[src/rtl/gmd_pkg.sv]
// shared types and constants for the geometric mean degree block
package gmd_pkg;

	localparam int PointerBits = 32;
	localparam int LogFracBits = 16;
	localparam int OutFracBits = 16;
	localparam int LogSumBits  = 56;
	localparam int GeoBits     = 48;
	localparam int FracCntBits = $clog2(LogFracBits + 1);
	localparam int DivCntBits  = $clog2(LogSumBits + 1);
	localparam int SrchCntBits = 6;

	localparam logic [1:0] StatusOk       = 2'd0;
	localparam logic [1:0] StatusZeroDeg  = 2'd1;
	localparam logic [1:0] StatusNoVertex = 2'd2;
	localparam logic [1:0] StatusDecrease = 2'd3;

	typedef struct packed {
		logic [31:0] row_pointer;
		logic        last;
	} in_item_t;

	typedef struct packed {
		logic [GeoBits-1:0] geo_mean;
		logic [31:0]        vertex_count;
		logic [1:0]         status;
	} out_item_t;

	typedef enum logic [3:0] {
		ST_IDLE,
		ST_FIRST,
		ST_LOG_SQ,
		ST_LOG_FIX,
		ST_ACC,
		ST_DIV,
		ST_SRCH_INIT,
		ST_SRCH_SQ,
		ST_SRCH_FIX,
		ST_SRCH_STEP,
		ST_RESULT,
		ST_OUT
	} state_t;

	// controller to datapath
	typedef struct packed {
		logic capture;     // take the input item into the datapath
		logic log_start;   // load mantissa for the degree log
		logic sq_load;     // square the working mantissa into the product register
		logic sq_fix;      // normalize product and shift one fraction bit in
		logic acc;         // update log sum, vertex count and error state
		logic div_start;
		logic div_step;
		logic srch_init;
		logic srch_mid;    // load mid into the log unit
		logic srch_step;
		logic result;      // build the result and clear the state
		logic out_take;
	} cmd_t;

	// datapath to controller
	typedef struct packed {
		logic need_log;    // a previous pointer exists, degree is positive and pointer did not drop
		logic is_last;
		logic have_prev;
		logic frac_done;
		logic div_done;
		logic srch_done;
		logic want_exp;
	} stat_t;

endpackage

[src/rtl/geometric_mean_degree_csr.sv]
// top level of the geometric mean degree block
//  channel | direction | payload
//  in      | input     | in_item_t  (row_pointer, last)
//  out     | output    | out_item_t (geo_mean, vertex_count, status)
// one entry at a time; a degree entry takes a log of 16 squarings
// in the log unit, an empty-degree entry skips the log
// the last entry adds a division and, for an ok status, a search of up to 32 steps, each
// step a 16-squaring log; reset clears all matrix state
// the result holds in its register until taken; no entry is taken meanwhile
module geometric_mean_degree_csr (
	input  logic                clk,
	input  logic                arst_n,
	input  logic                in_valid,
	output logic                in_ready,
	input  gmd_pkg::in_item_t   in_data,
	output logic                out_valid,
	input  logic                out_ready,
	output gmd_pkg::out_item_t  out_data
);
	import gmd_pkg::*;

	cmd_t  cmd;
	stat_t st;

	gmd_ctrl u_ctrl (
		.clk(clk), .arst_n(arst_n), .in_valid(in_valid), .in_ready(in_ready),
		.out_ready(out_ready), .out_valid(out_valid), .st(st), .cmd(cmd)
	);

	gmd_dp u_dp (
		.clk(clk), .arst_n(arst_n), .in_item(in_data), .cmd(cmd), .st(st),
		.out_item(out_data)
	);

endmodule

[src/rtl/gmd_ctrl.sv]
// controller state machine for the geometric mean degree block
module gmd_ctrl (
	input  logic          clk,
	input  logic          arst_n,
	input  logic          in_valid,
	output logic          in_ready,
	input  logic          out_ready,
	output logic          out_valid,
	input  gmd_pkg::stat_t st,
	output gmd_pkg::cmd_t  cmd
);
	import gmd_pkg::*;

	state_t state_q, state_d;

	always_ff @(posedge clk or negedge arst_n) begin
		if (!arst_n) begin
			state_q <= ST_IDLE;
		end else begin
			state_q <= state_d;
		end
	end

	always_comb begin
		state_d = state_q;
		unique case (state_q)
			ST_IDLE:      if (in_valid) state_d = ST_FIRST;
			ST_FIRST:     state_d = st.need_log ? ST_LOG_SQ : ST_ACC;
			ST_LOG_SQ:    state_d = ST_LOG_FIX;
			ST_LOG_FIX:   state_d = st.frac_done ? ST_ACC : ST_LOG_SQ;
			ST_ACC:       state_d = st.is_last ? ST_DIV : ST_IDLE;
			ST_DIV: begin
				if (st.div_done) state_d = st.want_exp ? ST_SRCH_INIT : ST_RESULT;
			end
			ST_SRCH_INIT: state_d = st.srch_done ? ST_RESULT : ST_SRCH_SQ;
			ST_SRCH_SQ:   state_d = ST_SRCH_FIX;
			ST_SRCH_FIX:  state_d = st.frac_done ? ST_SRCH_STEP : ST_SRCH_SQ;
			ST_SRCH_STEP: state_d = ST_SRCH_INIT;
			ST_RESULT:    state_d = ST_OUT;
			ST_OUT:       if (out_ready) state_d = ST_IDLE;
			default:      state_d = ST_IDLE;
		endcase
	end

	always_comb begin
		cmd = '0;
		in_ready = 1'b0;
		out_valid = 1'b0;
		unique case (state_q)
			ST_IDLE: begin
				in_ready = 1'b1;
				cmd.capture = in_valid;
			end
			ST_FIRST:     cmd.log_start = 1'b1;
			ST_LOG_SQ:    cmd.sq_load = 1'b1;
			ST_LOG_FIX:   cmd.sq_fix = 1'b1;
			ST_ACC: begin
				cmd.acc = 1'b1;
				cmd.div_start = st.is_last;
			end
			ST_DIV:       cmd.div_step = 1'b1;
			ST_SRCH_INIT: cmd.srch_mid = 1'b1;
			ST_SRCH_SQ:   cmd.sq_load = 1'b1;
			ST_SRCH_FIX:  cmd.sq_fix = 1'b1;
			ST_SRCH_STEP: cmd.srch_step = 1'b1;
			ST_RESULT:    cmd.result = 1'b1;
			ST_OUT: begin
				out_valid = 1'b1;
				cmd.out_take = out_ready;
			end
			default: ;
		endcase
	end

	// srch_init unused as separate strobe; the division finishing sets bounds
	logic unused_init;
	assign unused_init = cmd.srch_init;

endmodule

[src/rtl/gmd_dp.sv]
// datapath: degree log, log sum, divider and exp2 search
module gmd_dp (
	input  logic                clk,
	input  logic                arst_n,
	input  gmd_pkg::in_item_t   in_item,
	input  gmd_pkg::cmd_t       cmd,
	output gmd_pkg::stat_t      st,
	output gmd_pkg::out_item_t  out_item
);
	import gmd_pkg::*;

	logic [PointerBits-1:0] prev_q, ptr_q;
	logic                   have_prev_q, last_q;
	logic [LogSumBits-1:0]  log_sum_q;
	logic [31:0]            verts_q;
	logic [1:0]             err_q;

	// shared log unit
	logic [32:0]            m_q;      // mantissa, Q1.31 plus headroom
	logic [65:0]            prod_q;
	logic [LogFracBits-1:0] frac_q;
	logic [FracCntBits-1:0] fcnt_q;
	logic [4:0]             k_q;

	// divider
	logic [LogSumBits-1:0]  quot_q, rem_q;
	logic [DivCntBits-1:0]  dcnt_q;

	// search
	logic [32:0]            lo_q, hi_q;

	out_item_t out_q;

	logic [PointerBits-1:0] deg;
	logic                   drop;
	logic [4:0]             kfind;
	logic [65:0]            sq;
	logic [34:0]            msh;
	logic [32:0]            mid;
	logic [LogSumBits:0]    sum_ext;
	logic [LogSumBits:0]    rem_sh;
	logic [LogSumBits-1:0]  fmask_q;
	logic [4:0]             iexp;
	logic [95:0]            shifted;
	logic [95:0]            geo_w;
	logic [31:0]            lo_c;
	logic [31:0]            verts_n;
	logic [LogSumBits-1:0]  lval;

	assign deg  = ptr_q - prev_q;
	assign drop = ptr_q < prev_q;

	always_comb begin
		kfind = '0;
		for (int b = 0; b < PointerBits; b++) begin
			if (deg[b]) kfind = 5'(b);
		end
	end

	assign sq  = 66'(m_q) * 66'(m_q);
	assign msh = prod_q[65:31];
	assign mid = lo_q + ((hi_q - lo_q) >> 1);

	assign lval    = LogSumBits'({k_q, frac_q});
	assign sum_ext = {1'b0, log_sum_q} + {1'b0, lval};
	assign verts_n = (verts_q == '1) ? verts_q : verts_q + 32'd1;
	assign rem_sh  = {rem_q, quot_q[LogSumBits-1]};
	assign fmask_q = LogSumBits'((1 << LogFracBits) - 1);
	assign iexp    = (quot_q[LogSumBits-1:LogFracBits] > 31) ? 5'd31 :
		5'(quot_q[LogSumBits-1:LogFracBits]);
	assign lo_c    = (lo_q[32]) ? 32'hFFFF_FFFF : lo_q[31:0];
	assign shifted = 96'(lo_c) << iexp;
	assign geo_w   = shifted >> (31 - OutFracBits);

	always_ff @(posedge clk) begin
		if (cmd.capture) begin
			ptr_q  <= in_item.row_pointer[PointerBits-1:0];
			last_q <= in_item.last;
		end
		if (cmd.log_start) begin
			k_q    <= kfind;
			m_q    <= 33'(deg) << (5'd31 - kfind);
			frac_q <= '0;
			fcnt_q <= '0;
		end
		if (cmd.srch_mid) begin
			m_q    <= mid;
			frac_q <= '0;
			fcnt_q <= '0;
		end
		if (cmd.sq_load) prod_q <= sq;
		if (cmd.sq_fix) begin
			frac_q <= {frac_q[LogFracBits-2:0], msh[33] | msh[32]};
			m_q    <= (msh[33] | msh[32]) ? msh[33:1] : msh[32:0];
			fcnt_q <= fcnt_q + 1'b1;
		end
		if (cmd.div_start) begin
			quot_q <= (sum_ext[LogSumBits] || !st.need_log) ?
				(st.need_log ? '1 : log_sum_q) : sum_ext[LogSumBits-1:0];
			rem_q  <= '0;
			dcnt_q <= '0;
		end else if (cmd.div_step && !st.div_done) begin
			if (rem_sh >= {25'd0, verts_q}) begin
				rem_q <= LogSumBits'(rem_sh - {25'd0, verts_q});
				quot_q <= {quot_q[LogSumBits-2:0], 1'b1};
			end else begin
				rem_q <= rem_sh[LogSumBits-1:0];
				quot_q <= {quot_q[LogSumBits-2:0], 1'b0};
			end
			dcnt_q <= dcnt_q + 1'b1;
		end
		if (cmd.div_step && st.div_done) begin
			lo_q <= 33'h0_8000_0000;
			hi_q <= 33'h1_0000_0000;
		end
		if (cmd.srch_step) begin
			if (LogSumBits'(frac_q) >= (quot_q & fmask_q)) hi_q <= mid;
			else lo_q <= mid + 33'd1;
		end
		if (cmd.result) begin
			out_q.vertex_count <= verts_q;
			if (err_q == StatusDecrease) out_q.status <= StatusDecrease;
			else if (verts_q == '0) out_q.status <= StatusNoVertex;
			else if (err_q == StatusZeroDeg) out_q.status <= StatusZeroDeg;
			else out_q.status <= StatusOk;
			out_q.geo_mean <= (err_q != StatusOk || verts_q == '0) ? '0 :
				(geo_w[95:GeoBits] != '0) ? '1 : geo_w[GeoBits-1:0];
		end
	end

	// architectural state of the running matrix
	always_ff @(posedge clk or negedge arst_n) begin
		if (!arst_n) begin
			prev_q <= '0;
			have_prev_q <= 1'b0;
			log_sum_q <= '0;
			verts_q <= '0;
			err_q <= StatusOk;
		end else if (cmd.acc) begin
			if (have_prev_q) begin
				if (drop) err_q <= StatusDecrease;
				else if (deg == '0 && err_q != StatusDecrease) err_q <= StatusZeroDeg;
				if (st.need_log) log_sum_q <= sum_ext[LogSumBits] ? '1 :
					sum_ext[LogSumBits-1:0];
				verts_q <= verts_n;
			end
			prev_q <= ptr_q;
			have_prev_q <= 1'b1;
		end else if (cmd.result) begin
			prev_q <= '0;
			have_prev_q <= 1'b0;
			log_sum_q <= '0;
			verts_q <= '0;
			err_q <= StatusOk;
		end
	end

	// divisor comes from verts_q; the counter was updated in the acc cycle
	assign st.need_log  = have_prev_q && !drop && deg != '0;
	assign st.is_last   = last_q;
	assign st.have_prev = have_prev_q;
	// high during the fix cycle that shifts in the final fraction bit
	assign st.frac_done = fcnt_q == FracCntBits'(LogFracBits - 1);
	assign st.div_done  = dcnt_q == DivCntBits'(LogSumBits);
	assign st.srch_done = lo_q >= hi_q;
	assign st.want_exp  = err_q == StatusOk && verts_q != '0;

	assign out_item = out_q;

	logic unused_take;
	assign unused_take = cmd.out_take;

endmodule

[config.mk]
export PLATFORM = sky130hd
export DESIGN_NAME = geometric_mean_degree_csr
export DESIGN_NICKNAME = d
export VERILOG_FILES = /design/src/rtl/gmd_pkg.sv /design/src/rtl/geometric_mean_degree_csr.sv /design/src/rtl/gmd_ctrl.sv /design/src/rtl/gmd_dp.sv
export SDC_FILE = /design/constraint.sdc
export NUM_CORES = 2
export LEC_CHECK = 0
export BUFFER_PORTS_ARGS = -buffer_cell sky130_fd_sc_hd__buf_2
export CAP_MARGIN = 20
export CORE_MARGIN = 5
export CORE_UTILIZATION = 50
export DETAILED_ROUTE_END_ITERATION = 8
export GPL_ROUTABILITY_DRIVEN = 0
export PLACE_DENSITY = 0.78
export SLEW_MARGIN = 30
export SYNTH_ARGS = -nofsm -noshare
export SYNTH_HDL_FRONTEND = slang
export SYNTH_SLANG_ARGS = --single-unit
[constraint.sdc]
create_clock -name clk -period 14.03 [get_ports clk]
set_clock_uncertainty 0.05 [all_clocks]
set_input_delay 2.806 -clock clk [delete_from_list [all_inputs] [get_ports clk]]
set_output_delay 2.806 -clock clk [all_outputs]
set_load 0.02 [all_outputs]
==> impl_metrics.tcl <==
set metrics [dict create \
    status "finished clean" \
    row_count 130 \
    yosys_warnings 0 \
    crit_arrival_ns 10.14 \
    totalWireLength_mm 174 \
    die_y_microns 365 \
    dr.first_iter.drc_count 5113 \
    worst_slew_pin_slew_ns 1.05 \
    min-delay-path-class "flop to flop" \
    wl_per_cell_microns 20.4 \
    clock_latency_ns 0.67 \
    fin_setup_tns_ns 0 \
    clkSinkCount 519 \
    synth.yosys.seq_area_share_pct 21.7 \
    crit_top_cell "fa_1" \
    die-area_sq_um 133000 \
    layout-drive-gt1-share_pct 5.96 \
    grt_pass1_vias 51300 \
    relSlewSlack_pct 29.4 \
    syn_nets 8178 \
    port_buffers 120 \
    drv_cap 0 \
    num_vias 50100 \
    drtPass1Iterations 6 \
    cts_buffer_depth 3 \
    start_util_pct 50.3 \
    synth_xor_area_share_pct 3.70 \
    cts.root.buffer_cell "clkbuf_16" \
    avgSynthCellArea_sq_um 9.21 \
    slew_violations 0 \
    synth-edff-count 264 \
    finalNetCount 8146 \
    core_sq_um 125000 \
    muxShareOfSynthArea_pct 2.58 \
    r2r_slack_ns 4.24 \
    antenna_found_initial 5 \
    dp_hpwl_mm 132 \
    synth_compound_area_share_pct 12.3 \
    area_growth_pct 6.58 \
    rsz0062_at_grt "false" \
    critPathLaunchType "flop" \
    grt_usage_pct 26.0 \
    route.antenna.remaining_nets 0 \
    cts_made_buffers 57 \
    vias_per_cell 5.88 \
    final_hold_viol_count 0 \
    htreeDepth 2 \
    fin_crit_ns 9.79 \
    syn_area_sq_um 63000 \
    grt_overflow 0 \
    ios 121 \
    synth_fa_ha_area_share_pct 36.1 \
    n_fill_cell 10800 \
    grt_pass1_wl_mm 277 \
    cp_max_fo 26 \
    yosys.area_share.simple_pct 14.7 \
    async_reset_ff_share_pct 24.5 \
    timing_worst_setup_path_type "flop to flop" \
    setup_violations 0 \
    post_cts_buffers 0 \
    synth_top_family_by_area "adder cells" \
    grt_start_max_net_pins 76 \
    netlist_instances 6840 \
    antennaDiodeCount 0 \
    cts.clk_slew.worst_paths_ns 0.08 \
    cts_hold_buf 0 \
    fmax_mhz 102 \
    synth_cell_type_count 101 \
    fin_crit_sh_pct 69.8 \
    synth_seq_cells 519 \
    critPathSlowestCell "fa_1" \
    worstPathRequired_ns 14.38 \
    cts_resized 0 \
    drc 0 \
    critPathCaptureType "flop" \
    synth-main-ff-cell "edfxtp_1" \
    dieWidth_microns 365 \
    max_stage_delay_ns 0.55 \
    cts_tree "yes" \
]
==> metrics by stage <==
step	hold slack (ns)	util [%]	area, sq um	std cells	worst slack, ns
2_1_floorplan	0.388	-	63000	6840	5.88
5_1_grt	0.433	53.6	67200	8507	3.93
3_5_place_dp	0.401	52.0	65200	8399	4.53
6_report	0.413	53.6	67200	8507	4.24
3_3_place_gp	0.397	51.9	65100	8399	4.68
4_1_cts	0.412	53.5	67200	8507	4.47
==> synth_stat cells (42+ instances only) <==
cell type     n  share of area, %
inv_1      1182               7.0
fa_1        863                27
nand2_1     626               3.7
ha_1        438               8.7
nor2_1      377               2.2
and2_1      287               2.8
o21ai_0     277               2.2
edfxtp_1    264                13
a21oi_1     261               2.1
clkbuf_1    234               1.4
nand3_1     204               1.6
xnor2_1     185               2.6
mux2i_1     151               2.4
dfxtp_1     128               4.1
dfrtp_1     127               5.0
nor3_1      116              0.92
a21o_1       93               1.1
xor2_1       81               1.1
o211ai_1     64              0.76
o21ai_1      62              0.49
nand4_1      48              0.48
o22ai_1      45              0.45
a211oi_1     43              0.51
and3_1       42              0.42
==> cell type report <==
type	instances	area [sq um]	area share, %
inverters	1193	4480	6.67
flip-flops and latches	519	13700	20.3
clock buffers	59	1430	2.13
clock inverters	49	563	0.838
multi-input cells	4844	43800	65.2
repair buffers	193	1160	1.72
well taps	1650	2060	3.07
==> logic make-up after synthesis <==
logic type / after synthesis
fa+ha+maj: 1301
simple gates: 1922
mux: 161
flops: 519
compound gates: 1194
xor+xnor: 266
buf+inv: 1477
==> routing by layer <==
layer | global-route usage (%) | up-vias | share of wire, %
met4 | 9.77 | 8 | 4.5
met2 | 42.7 | 2519 | 47
li1 | - | 22400 | -
met5 | 0.508 | - | 0.070
met3 | 5.19 | 546 | 9.9
met1 | 34.2 | 24500 | 39
==> sequential cells by signal, indices dropped and copies added, names as in the netlist, 16 cells and up <==
signal,cells
u_dp.m_q,33
u_dp.prev_q,32
u_dp.log_sum_q,56
u_dp.hi_q,33
u_dp.quot_q,56
u_dp.ptr_q,32
u_dp.rem_q,56
u_dp.verts_q,32
u_dp.lo_q,33
u_dp.prod_q,34
u_dp.frac_q,16
u_dp.out_item,82
==> worst max-delay path: cells and delay by family, from the launching register on <==
kind / cells / cell delay (ns)
AOI/OAI and AO/OA: 9 / 2.56
and+or+nand+nor: 6 / 1.22
adders and majority gates: 9 / 4.00
xor gates and xnor gates: 2 / 0.30
buffers and inverters: 4 / 1.02
DFF: 1 / 0.35
==> cell usage in the layout, fill, tap and decap left out, types with 33 or more instances in the layout <==
| cell | n |
|---|---|
| nor3_1 | 114 |
| xor2_1 | 81 |
| a22o_1 | 33 |
| inv_1 | 1181 |
| dfrtp_1 | 127 |
| nand4_1 | 48 |
| a21oi_1 | 260 |
| nor2_1 | 370 |
| nand3_1 | 204 |
| a31oi_1 | 41 |
| o21ai_0 | 276 |
| xnor2_1 | 185 |
| o21ai_1 | 63 |
| buf_2 | 119 |
| mux2i_1 | 151 |
| a21o_1 | 93 |
| o22ai_1 | 45 |
| nand2_1 | 623 |
| buf_4 | 72 |
| ha_1 | 438 |
| and2_1 | 286 |
| dfxtp_1 | 128 |
| clkbuf_16 | 57 |
| nor2b_1 | 38 |
| edfxtp_1 | 264 |
| nand2b_1 | 33 |
| o211ai_1 | 64 |
| fa_1 | 863 |
| and3_1 | 42 |
| o21a_1 | 38 |
| a211oi_1 | 43 |
==> worst paths after layout <==
check	to	startpoint	cells past startpoint
worst max register to register	u_dp.prod_q[61]	u_dp.m_q[9]	30
max in group asynchronous	u_dp.log_sum_q[22]	arst_n	2
min in group asynchronous	u_dp.log_sum_q[19]	arst_n	1
worst max-delay path	u_dp.prod_q[61]	u_dp.m_q[9]	30
worst min-delay path	u_dp.hi_q[4]	u_dp.hi_q[4]	2
worst min register to register	u_dp.hi_q[4]	u_dp.hi_q[4]	2
Power is not shown: default switching activity piles up to over one toggle a cycle in this logic, so the estimate is an artifact.
